--- src/rtl/rotary_encoder_button_decoder_top_defines.svh ---
// ----------------------------------------------------------------------------
// Assertion macros for the rotary encoder and button decoder
// Concurrent assertion wrappers. Defining ASSERT_OFF compiles them out.
// ----------------------------------------------------------------------------
`ifndef ROTARY_ENCODER_BUTTON_DECODER_TOP_DEFINES_SVH
`define ROTARY_ENCODER_BUTTON_DECODER_TOP_DEFINES_SVH

`ifndef ASSERT_OFF

// Clocked assertion, switched off while reset is held
`define REBD_ASSERT(name, clk, rst_n, prop) \
    name: assert property (@(posedge clk) disable iff (!rst_n) prop) \
        else $error("assertion failed: %m");

// Clocked assertion that also holds through reset
`define REBD_ASSERT_ALWAYS(name, clk, prop) \
    name: assert property (@(posedge clk) prop) \
        else $error("assertion failed: %m");

`else

`define REBD_ASSERT(name, clk, rst_n, prop)
`define REBD_ASSERT_ALWAYS(name, clk, prop)

`endif

`endif

--- src/rtl/rebd_pkg.sv ---
// ----------------------------------------------------------------------------
// Rotary encoder and button decoder package
// Event codes, configuration register indexes and field widths.
// ----------------------------------------------------------------------------
`default_nettype none

package rebd_pkg;

    localparam int unsigned EVENT_W = 3;
    localparam int unsigned CFG_IDX_W = 2;
    localparam int unsigned CFG_DATA_W = 8;
    localparam int unsigned THR_W = 3;
    localparam int unsigned CNT_W = 8;

    // Countdown value loaded on a button press
    localparam logic [CNT_W-1:0] PRESS_START = 8'hFF;

    typedef enum logic [EVENT_W-1:0] {
        EV_DEC      = 3'd0,
        EV_INC      = 3'd1,
        EV_HOLD_DEC = 3'd2,
        EV_HOLD_INC = 3'd3,
        EV_PUSH     = 3'd4,
        EV_HOLD     = 3'd5,
        EV_LONG     = 3'd6,
        EV_XLONG    = 3'd7
    } t_event;

    typedef enum logic [CFG_IDX_W-1:0] {
        CFG_DETENT_THR = 2'd0,
        CFG_HOLD       = 2'd1,
        CFG_LONG_HOLD  = 2'd2,
        CFG_XLONG_HOLD = 2'd3
    } t_cfg_idx;

    // Countdown value at which a set point of the given tick count is met
    function automatic logic [CNT_W-1:0] set_point(input logic [CNT_W-1:0] ticks);
        set_point = PRESS_START - ticks;
    endfunction

endpackage

`default_nettype wire

--- src/rtl/rotary_encoder_button_decoder_top.sv ---
// ----------------------------------------------------------------------------
// Rotary encoder and pushbutton decoder
// Decodes encoder pin samples and 20 ms ticks into rotation and button events.
// ----------------------------------------------------------------------------
// Each request is a pin sample or a timer tick. Requests enter an input
// register, the event logic updates the position count, the press countdown
// and the previous pins in one pass, and a result register holds the event
// until it is taken. One request is accepted every clock; the input side
// stalls only while the result register is full and stalled. A request gives
// at most one event: rotation events at a detent, push on a short press,
// hold, long hold and extra long hold on ticks. Users write the four config
// registers only with no request in flight; the block does not enforce it.
`default_nettype none

`include "rotary_encoder_button_decoder_top_defines.svh"

module rotary_encoder_button_decoder_top (
    input  wire logic                             i_clk,
    input  wire logic                             i_rst_n,
    // configuration write port
    input  wire logic                             i_cfg_we,
    input  wire logic [rebd_pkg::CFG_IDX_W-1:0]   i_cfg_index,
    input  wire logic [rebd_pkg::CFG_DATA_W-1:0]  i_cfg_data,
    // request channel
    input  wire logic                             i_in_valid,
    output logic                                  o_in_stall,
    input  wire logic                             i_cmd,
    input  wire logic                             i_enc_a,
    input  wire logic                             i_enc_b,
    input  wire logic                             i_button_level,
    // event channel
    output logic                                  o_out_valid,
    input  wire logic                             i_out_stall,
    output logic [rebd_pkg::EVENT_W-1:0]          o_event_res
);
    import rebd_pkg::*;

    // configuration registers
    logic [THR_W-1:0] r_detent_thr;
    logic [CNT_W-1:0] r_hold_ticks;
    logic [CNT_W-1:0] r_long_ticks;
    logic [CNT_W-1:0] r_xlong_ticks;

    // input register
    logic r_s1_valid;
    logic r_s1_cmd;
    logic r_s1_a;
    logic r_s1_b;
    logic r_s1_btn;

    // decoder state
    logic             r_prev_btn;
    logic             r_prev_a;
    logic             r_prev_b;
    logic [CNT_W-1:0] r_position;
    logic [CNT_W-1:0] r_countdown;
    logic             n_prev_btn;
    logic             n_prev_a;
    logic             n_prev_b;
    logic [CNT_W-1:0] n_position;
    logic [CNT_W-1:0] n_countdown;

    // result register
    logic   r_out_valid;
    t_event r_event;
    logic   n_have;
    t_event n_event;

    logic in_accept;
    logic s1_adv;
    logic s1_fire;

    // decode helpers
    logic              enc_change;
    logic              detent;
    logic              btn_change;
    logic [CNT_W-1:0]  pos_step;
    logic signed [CNT_W:0] pos_ext;
    logic signed [CNT_W:0] thr_ext;
    logic [CNT_W-1:0]  cd_dec;

    // handshake
    assign s1_adv     = !r_out_valid || !i_out_stall;
    assign s1_fire    = r_s1_valid && s1_adv;
    assign o_in_stall = r_s1_valid && !s1_adv;
    assign in_accept  = i_in_valid && !o_in_stall;

    assign o_out_valid = r_out_valid;
    assign o_event_res = r_event;

    // configuration writes
    always_ff @(posedge i_clk) begin
        if (!i_rst_n) begin
            r_detent_thr  <= 3'd2;
            r_hold_ticks  <= 8'd60;
            r_long_ticks  <= 8'd120;
            r_xlong_ticks <= 8'd254;
        end else if (i_cfg_we) begin
            unique case (t_cfg_idx'(i_cfg_index))
                CFG_DETENT_THR: r_detent_thr  <= i_cfg_data[THR_W-1:0];
                CFG_HOLD:       r_hold_ticks  <= i_cfg_data;
                CFG_LONG_HOLD:  r_long_ticks  <= i_cfg_data;
                CFG_XLONG_HOLD: r_xlong_ticks <= i_cfg_data;
            endcase
        end
    end

    // input register
    always_ff @(posedge i_clk) begin
        if (!i_rst_n) begin
            r_s1_valid <= 1'b0;
        end else if (in_accept) begin
            r_s1_valid <= 1'b1;
        end else if (s1_fire) begin
            r_s1_valid <= 1'b0;
        end
    end

    always_ff @(posedge i_clk) begin
        if (in_accept) begin
            r_s1_cmd <= i_cmd;
            r_s1_a   <= i_enc_a;
            r_s1_b   <= i_enc_b;
            r_s1_btn <= i_button_level;
        end
    end

    // pin change detection and count step
    assign enc_change = (r_s1_a ^ r_prev_a) | (r_s1_b ^ r_prev_b);
    assign detent     = r_s1_a & r_s1_b;
    assign btn_change = r_s1_btn ^ r_prev_btn;
    assign pos_step   = (r_prev_a != r_s1_b) ? r_position + 8'd1 : r_position - 8'd1;
    assign pos_ext    = $signed({pos_step[CNT_W-1], pos_step});
    assign thr_ext    = $signed({{(CNT_W + 1 - THR_W){1'b0}}, r_detent_thr});
    assign cd_dec     = r_countdown - 8'd1;

    // event logic, one request per pass
    always_comb begin
        n_prev_btn  = r_prev_btn;
        n_prev_a    = r_prev_a;
        n_prev_b    = r_prev_b;
        n_position  = r_position;
        n_countdown = r_countdown;
        n_have      = 1'b0;
        n_event     = EV_DEC;
        if (r_s1_cmd) begin
            // timer tick: later set points win
            if (r_countdown != '0) begin
                n_countdown = cd_dec;
                if (cd_dec == set_point(r_hold_ticks)) begin
                    n_have  = 1'b1;
                    n_event = EV_HOLD;
                end
                if (cd_dec == set_point(r_long_ticks)) begin
                    n_have  = 1'b1;
                    n_event = EV_LONG;
                end
                if (cd_dec == set_point(r_xlong_ticks)) begin
                    n_have  = 1'b1;
                    n_event = EV_XLONG;
                end
            end
        end else begin
            // encoder step and detent check
            if (enc_change) begin
                n_position = pos_step;
                if (detent) begin
                    if (!r_s1_btn) begin
                        n_countdown = '0;
                    end
                    if (pos_ext > thr_ext) begin
                        n_have  = 1'b1;
                        n_event = r_s1_btn ? EV_DEC : EV_HOLD_DEC;
                    end
                    if (pos_ext < -thr_ext) begin
                        n_have  = 1'b1;
                        n_event = r_s1_btn ? EV_INC : EV_HOLD_INC;
                    end
                    n_position = '0;
                end
            end
            // button edge; a push overrides an encoder event
            if (btn_change) begin
                if (r_s1_btn) begin
                    if (r_countdown > set_point(r_hold_ticks)) begin
                        n_have  = 1'b1;
                        n_event = EV_PUSH;
                    end
                    n_countdown = '0;
                end else begin
                    n_countdown = PRESS_START;
                end
            end
            n_prev_btn = r_s1_btn;
            n_prev_a   = r_s1_a;
            n_prev_b   = r_s1_b;
        end
    end

    // decoder state
    always_ff @(posedge i_clk) begin
        if (!i_rst_n) begin
            r_prev_btn  <= 1'b1;
            r_prev_a    <= 1'b1;
            r_prev_b    <= 1'b1;
            r_position  <= '0;
            r_countdown <= '0;
        end else if (s1_fire) begin
            r_prev_btn  <= n_prev_btn;
            r_prev_a    <= n_prev_a;
            r_prev_b    <= n_prev_b;
            r_position  <= n_position;
            r_countdown <= n_countdown;
        end
    end

    // result register
    always_ff @(posedge i_clk) begin
        if (!i_rst_n) begin
            r_out_valid <= 1'b0;
        end else if (s1_fire) begin
            r_out_valid <= n_have;
        end else if (!i_out_stall) begin
            r_out_valid <= 1'b0;
        end
    end

    always_ff @(posedge i_clk) begin
        if (s1_fire && n_have) begin
            r_event <= n_event;
        end
    end

    // checks
    `REBD_ASSERT(a_stall_when_full, i_clk, i_rst_n,
        (r_s1_valid && r_out_valid && i_out_stall) |-> o_in_stall)
    `REBD_ASSERT(a_detent_clears_pos, i_clk, i_rst_n,
        (s1_fire && !r_s1_cmd && enc_change && detent) |=> (r_position == '0))
    `REBD_ASSERT(a_idle_tick_quiet, i_clk, i_rst_n,
        (s1_fire && r_s1_cmd && r_countdown == '0) |=> ($stable(r_countdown) && !o_out_valid))
    `REBD_ASSERT(a_release_clears_cd, i_clk, i_rst_n,
        (s1_fire && !r_s1_cmd && btn_change && r_s1_btn) |=> (r_countdown == '0))
    `REBD_ASSERT_ALWAYS(a_reset_empty, i_clk,
        !i_rst_n |=> (!r_s1_valid && !o_out_valid))

endmodule

`default_nettype wire

--- config.mk ---
export PLATFORM = sky130hd
export DESIGN_NAME = rotary_encoder_button_decoder_top
export DESIGN_NICKNAME = d
export VERILOG_FILES = /design/src/rtl/rebd_pkg.sv /design/src/rtl/rotary_encoder_button_decoder_top.sv
export VERILOG_INCLUDE_DIRS = /design/src /design/src/rtl
export SDC_FILE = /design/constraint.sdc
export NUM_CORES = 1
export LEC_CHECK = 0
export ABC_AREA = 1
export ABC_CLOCK_PERIOD_IN_PS = 4500
export BUFFER_PORTS_ARGS = -buffer_cell sky130_fd_sc_hd__buf_4
export CAP_MARGIN = 20
export CORE_MARGIN = 2
export CORE_UTILIZATION = 35
export DETAILED_ROUTE_END_ITERATION = 8
export PLACE_DENSITY = 0.58
export SYNTH_ARGS = -nofsm -noshare
export SYNTH_HDL_FRONTEND = slang
export SYNTH_SLANG_ARGS = --single-unit
--- constraint.sdc ---
create_clock -name i_clk -period 4.5 [get_ports i_clk]
set_input_delay 0.225 -clock i_clk [delete_from_list [all_inputs] [get_ports i_clk]]
set_output_delay 0.225 -clock i_clk [all_outputs]
set_load 0.005 [all_outputs]
==> results.cfg, run 1 <==
[clocking]
cts_made_buffers = 5
root_buffer = clkbuf_8
post_cts_buffers = 0
cts_sinks = 55
hold_buffers = 0
htree_levels = 2
clockBufferDepth = 2
clk_latency_ps = 320
cts_tree = yes
cts_resized = 0
clk_pin_slew_worst_paths_ps = 90

[route]
dr.first_iter.drc_count = 181
antenna_left = 0
wl_per_cell_um = 12.2
via_per_inst = 4.81
first_pass_iters = 5
wl_um = 8670
drc_errors = 0
vias = 3403

[synthesis]
avgSynthCellArea_um2 = 6.53
ys_types = 30
synthTopCellsByCount = nand2_1 (182), inv_1 (80), dfxtp_1 (48)
synth_top_area_share_pct = 26.9
synth_area_leaders = dfxtp_1 (27%), nand2_1 (19%), inv_1 (8.4%), ha_1 (7.7%), edfxtp_1 (5.9%)
synthesis.area_um2 = 3580
async_flop_share_pct = 0
yosysMostFrequentCell = nand2_1
synth_seq_cells = 55
synth_edf_count = 7
ys_seq_area_share_pct = 32.8
ys_warn_count = 0
synth_cells = 548
syn_nets = 589
synth_flop_cell = dfxtp_1
yosys.area.top_type = dfxtp_1

[critical_path]
required_ps = 4530
worstPathMaxFanout = 5
path_common_cell = nand2_1
cp_slowest_cell = edfxtp_1
cp-end-kind = register
critical_path_class = reg2reg
cp.arrival_ps = 3190
crit_family = simple AND/OR/NAND/NOR gates
cp_slowest_stage_delay_ps = 470
cp_cell_sequence = nand2_1, nand3_1, nand2_1, inv_1, ha_1, inv_1, nand2_1, xnor2_1, ha_1, nand2_1, inv_1, a21oi_1, nand2_1, nand2_1, nand2_1, nand2_1, nand3_1, nand2_1, nand2_1, nand2_1, inv_1, nand2_1, nand2_1, nand2_1
start_kind = register
path_buf_inv = 4

[floorplan]
die_w_um = 105
start_util_pct = 36.3
fp.dieArea_um2 = 11000
core-area_um2 = 9860
io_pins = 24
rows = 36
die_h_um = 105

[run_status]
status = completed

[worst_hold_path]
hold_path_class = in2reg

[placement]
port_buffers = 23
place_area_um2 = 3900
dpl.hpwl_um = 6840
gp_congestion = 0.916

[power]
peakVddDrop_mv = 0.164
leakage_nw = 2.01
pwr_density_cell_nw_per_um2 = 304

[global_route]
grt_usage_pct = 16.7
grt_pass1_vias = 3278
grt_max_degree = 31
antenna_found_initial = 0
grt_overflow_total = 0
grt_pass1_wl_um = 15000

[cells_and_area]
layout-drive-gt1-share_pct = 8.35
insertedDiodeCount = 0
fillerInstances = 1041
seqCellArea_um2 = 1170
area_growth_pct = 11.9
fin_nets = 615
multiInputGateArea_um2 = 2050
final_cell_area_um2 = 4000

[sta]
rsz0062_at_grt = no
slew_viol_final = 0
period_share_pct = 70.2
skew_ps = 13.9
max_freq_ghz = 0.316
tightest_slew_ps = 682
finalHoldViolations = 0
tns_ps = 0
maxSlewHeadroom_pct = 54.2
finalCriticalPeriod_ps = 3160
setup_violations = 0

[run]
maxCapViolations = 0
## state kept, by name, indices dropped and copies added (netlist names), 3 cells and up
signal,count
o_event_res,3
r_countdown,8
r_detent_thr,3
r_hold_ticks,8
r_long_ticks,8
r_position,8
r_xlong_ticks,8
## metrics by stage
| stage | hold slack (ps) | total power, mW | utilization (%) | setup slack (ps) | cells |
|---|---|---|---|---|---|
| 3_5_place_dp | 405 | 0.909 | 39.5 | 1340 | 700 |
| 5_1_grt | 60.9 | 1.31 | 40.6 | 813 | 708 |
| 4_1_cts | 67.6 | 1.23 | 40.6 | 1330 | 708 |
| 3_3_place_gp | 407 | 0.903 | 39.5 | 1410 | 700 |
| 6_report | 82.5 | 1.22 | 40.6 | 1340 | 708 |
| 2_1_floorplan | 324 | 0.816 | - | 1620 | 548 |
## cells by family (layout without fill, tap and decap cells)
logic type,count (synthesis),count (layout),synth area share (%)
flip-flops,55,55,32.8
AO/OA/AOI/OAI,82,82,13.6
buffers and inverters,91,118,9.97
XOR/XNOR,11,11,2.69
adder cells (fa/ha/maj),22,22,7.70
AND/OR/NAND/NOR,287,287,33.3
## path summary, 6_finish.rpt
| path | endpoint | from | cells after the start | slack, ps |
|---|---|---|---|---|
| min reg2reg | r_hold_ticks[0] | r_hold_ticks[0] | 2 | 480 |
| min | r_s1_a | i_enc_a | 1 | 80 |
| max reg2reg | o_event_res[0] | r_s1_b | 24 | 1340 |
| max | o_event_res[0] | r_s1_b | 24 | 1340 |
## per-layer routing
metal  global-route usage (%)  wire [um]  vias to the layer above
met5                        0          0                        -
met4                     4.10         82                        0
met3                     2.81        295                        7
met2                     27.4       3850                       58
met1                     22.9       4440                     1529
li1                         -          -                     1809
## power breakdown
part / internal (mW) / switching, mW / leakage [nW] / total, mW
logic: 0.126 / 0.226 / 1.50 / 0.352
registers: 0.523 / 0.0234 / 0.459 / 0.546
clock network: 0.146 / 0.172 / 0.0540 / 0.318
## layout by cell type (no fill, tap or decap), drive strengths merged
cell type  Yosys  final
a211oi         8      8
a21oi         35     35
a22oi          1      1
a31oi          1      1
a41o           3      3
buf            2     26
clkbuf         5      7
clkinv         1      1
dfxtp         48     48
edfxtp         7      7
ha            22     22
inv           83     84
nand2        189    189
nand3         41     41
nand3b         4      4
nand4          1      1
nor2          42     42
nor3           9      9
o211a          1      1
o211ai         8      8
o21ai         22     22
o21bai         2      2
o221ai         1      1
or2            1      1
xnor2          7      7
xor2           4      4
## final cells by class
type	count	area share [%]
tap	133	4.16
multi-input combinational	402	51.2
clock buffer	7	2.44
timing repair buffer	26	4.88
sequential	55	29.3
clock inverter	1	0.219
inverter	84	7.88
(Power assumes the default switching activity.)
==> inputs of run 2 (changes only) <==
--- a/config.mk
+++ b/config.mk
@@ -7,13 +7,13 @@
 export NUM_CORES = 1
 export LEC_CHECK = 0
 export ABC_AREA = 1
-export ABC_CLOCK_PERIOD_IN_PS = 4500
+export ABC_CLOCK_PERIOD_IN_PS = 2800
 export BUFFER_PORTS_ARGS = -buffer_cell sky130_fd_sc_hd__buf_4
 export CAP_MARGIN = 20
 export CORE_MARGIN = 2
 export CORE_UTILIZATION = 35
 export DETAILED_ROUTE_END_ITERATION = 8
-export PLACE_DENSITY = 0.58
+export PLACE_DENSITY = 0.6
 export SYNTH_ARGS = -nofsm -noshare
 export SYNTH_HDL_FRONTEND = slang
 export SYNTH_SLANG_ARGS = --single-unit
==> constraint.sdc (replaced) <==
create_clock -name i_clk -period 2.8 [get_ports i_clk]
set_input_delay 0.14 -clock i_clk [delete_from_list [all_inputs] [get_ports i_clk]]
set_output_delay 0.14 -clock i_clk [all_outputs]
set_load 0.005 [all_outputs]
==> results.cfg, run 2 (synthesis results as in run 1) <==
[sta]
rsz0062_at_grt = yes
max_freq_ghz = 0.343
setup_violations = 6
finalHoldViolations = 0
final.setup.worst_slack_ps = -112
tns_ps = -510
slew_viol_final = 0
finalCriticalPeriod_ps = 2910
tightest_slew_ps = 696
maxSlewHeadroom_pct = 53.3
period_share_pct = 104
skew_ps = 15.3

[critical_path]
rr_endpoint = o_event_res[0]
rrSetupSlack_ps = -110
rr_startpoint = r_s1_b
worstPathMaxFanout = 4
cp-end-kind = register
required_ps = 2840
r2r_cells = 24
critical_path_class = reg2reg
cp.arrival_ps = 2950
start_kind = register

[clocking]
htree_levels = 2
clockBufferDepth = 2
clk_latency_ps = 320
clk_pin_slew_worst_paths_ps = 120
cts_tree = yes
cts_made_buffers = 5
cts_sinks = 55
root_buffer = clkbuf_8

[global_route]
grt_pass1_wl_um = 16100
antenna_found_initial = 0
grt_max_degree = 30
grt_pass1_vias = 3524
grt_overflow_total = 0
grt_usage_pct = 17.8

[cells_and_area]
fillerInstances = 995
fin_nets = 660
fin_cells = 753
multiInputGateArea_um2 = 2200
area_growth_pct = 25.8
layout_commonest_cell = nand2_1
insertedDiodeCount = 0
seqCellArea_um2 = 1170
layout-drive-gt1-share_pct = 19.7
mostFrequentLayoutCells = nand2_1 (166), inv_1 (76), buf_4 (66)
final_util_pct = 45.6

[placement]
gp_congestion = 0.880
port_buffers = 23
place_inst = 729
dpl.hpwl_um = 7160

[run_status]
violations = setup timing
status = finished, violations left

[floorplan]
fp.dieArea_um2 = 11000
core-area_um2 = 9860
rows = 36
io_pins = 24
die_w_um = 105
start_util_pct = 36.3
die_h_um = 105

[route]
drc_errors = 0
antenna_left = 0
wl_um = 9490
first_pass_iters = 4
vias = 3638
dr.first_iter.drc_count = 250
wl_per_cell_um = 12.6
via_per_inst = 4.83

[power]
sequentialPowerShare_pct = 43.0
power_frac_comb_pct = 33.6
swShare_pct = 36.2
p_clk_share_pct = 23.4
peakVddDrop_mv = 0.282
p_total_mw = 2.04
leakage_nw = 2.24
pwr_density_cell_nw_per_um2 = 454
p_switching_mw = 0.739
p_int_mw = 1.30

[run]
maxCapViolations = 0

[worst_hold_path]
hold_path_startpoint = i_cfg_data[5]
hold_path_class = in2reg
holdPathEnd = r_long_ticks[5]
hold_depth = 3
==> run 2: power by group through the flow <==
stage	Clock [mW]	Combinational, mW	Sequential, mW
2_1_floorplan	0	0.431	0.883
3_5_place_dp	0	0.617	0.894
4_1_cts	0.490	0.660	0.877
3_3_place_gp	0	0.607	0.894
5_1_grt	0.519	0.781	0.884
6_report	0.477	0.687	0.878
==> run 2: final cells by class <==
type	instances	area share, %
multi-input combinational	402	49.0
sequential	55	26.0
timing repair buffer	71	12.2
inverter	84	7.01
tap	133	3.70
clock buffer	5	1.53
clock inverter	3	0.612
==> run 2: how the worst max path moves through the flow <==
stage | from | endpoint | slack [ps] | depth (start not counted)
floorplan | r_s1_b | o_event_res[0] | 10 | 28
global placement | r_s1_b | o_event_res[0] | -100 | 27
detailed placement | r_s1_b | o_event_res[1] | -200 | 27
CTS | r_s1_b | o_event_res[0] | -50 | 26
global route | r_s1_b | o_event_res[0] | -300 | 28
finish | r_s1_b | o_event_res[0] | -110 | 24
==> run 2: per-stage QoR <==
| stage | hold WS, ps | worst slack, ps | cell area [um2] |
|---|---|---|---|
| floorplan | 239 | 9.64 | 3600 |
| global placement | 322 | -99.2 | 4140 |
| detailed placement | 321 | -198 | 4140 |
| CTS | 1.83 | -55.0 | 4410 |
| global route | 46.4 | -300 | 4500 |
| finish | 34.8 | -112 | 4500 |
==> run 2: critical path: stages, from the launching register on <==
cell      delay (ps)
edfxtp_1         480
inv_2            130
nand2_4           50
nand3_1          110
nand2_2           80
inv_2             70
ha_4             120
inv_2             40
nand2_4           80
nand3_4           80
nand2_2           60
nand2_2           70
buf_4            140
buf_4            120
buf_4            120
buf_4            120
buf_4            120
buf_4            120
nand3_1           60
nor2_1            50
nand3_1           80
nand2_1          100
nand2_4          100
nand2_4           50
nand2_2          100
==> run 2: layer usage <==
metal	track usage (%)	part of all wire (%)	up-vias	wire [um]
li1	-	-	1907	-
met1	22.9	47	1647	4440
met2	30.9	47	67	4490
met3	2.50	4.2	17	403
met4	5.05	1.7	0	159
met5	0	0	-	0
==> run 2: repair_timing <==
item,4_1_cts,5_1_grt
endpoints found under the setup margin,6,6
pin swaps,6,7
endpoints found under the hold margin,1,3
setup buffers,10,2
resized for setup,23,10
hold buffers,1,3
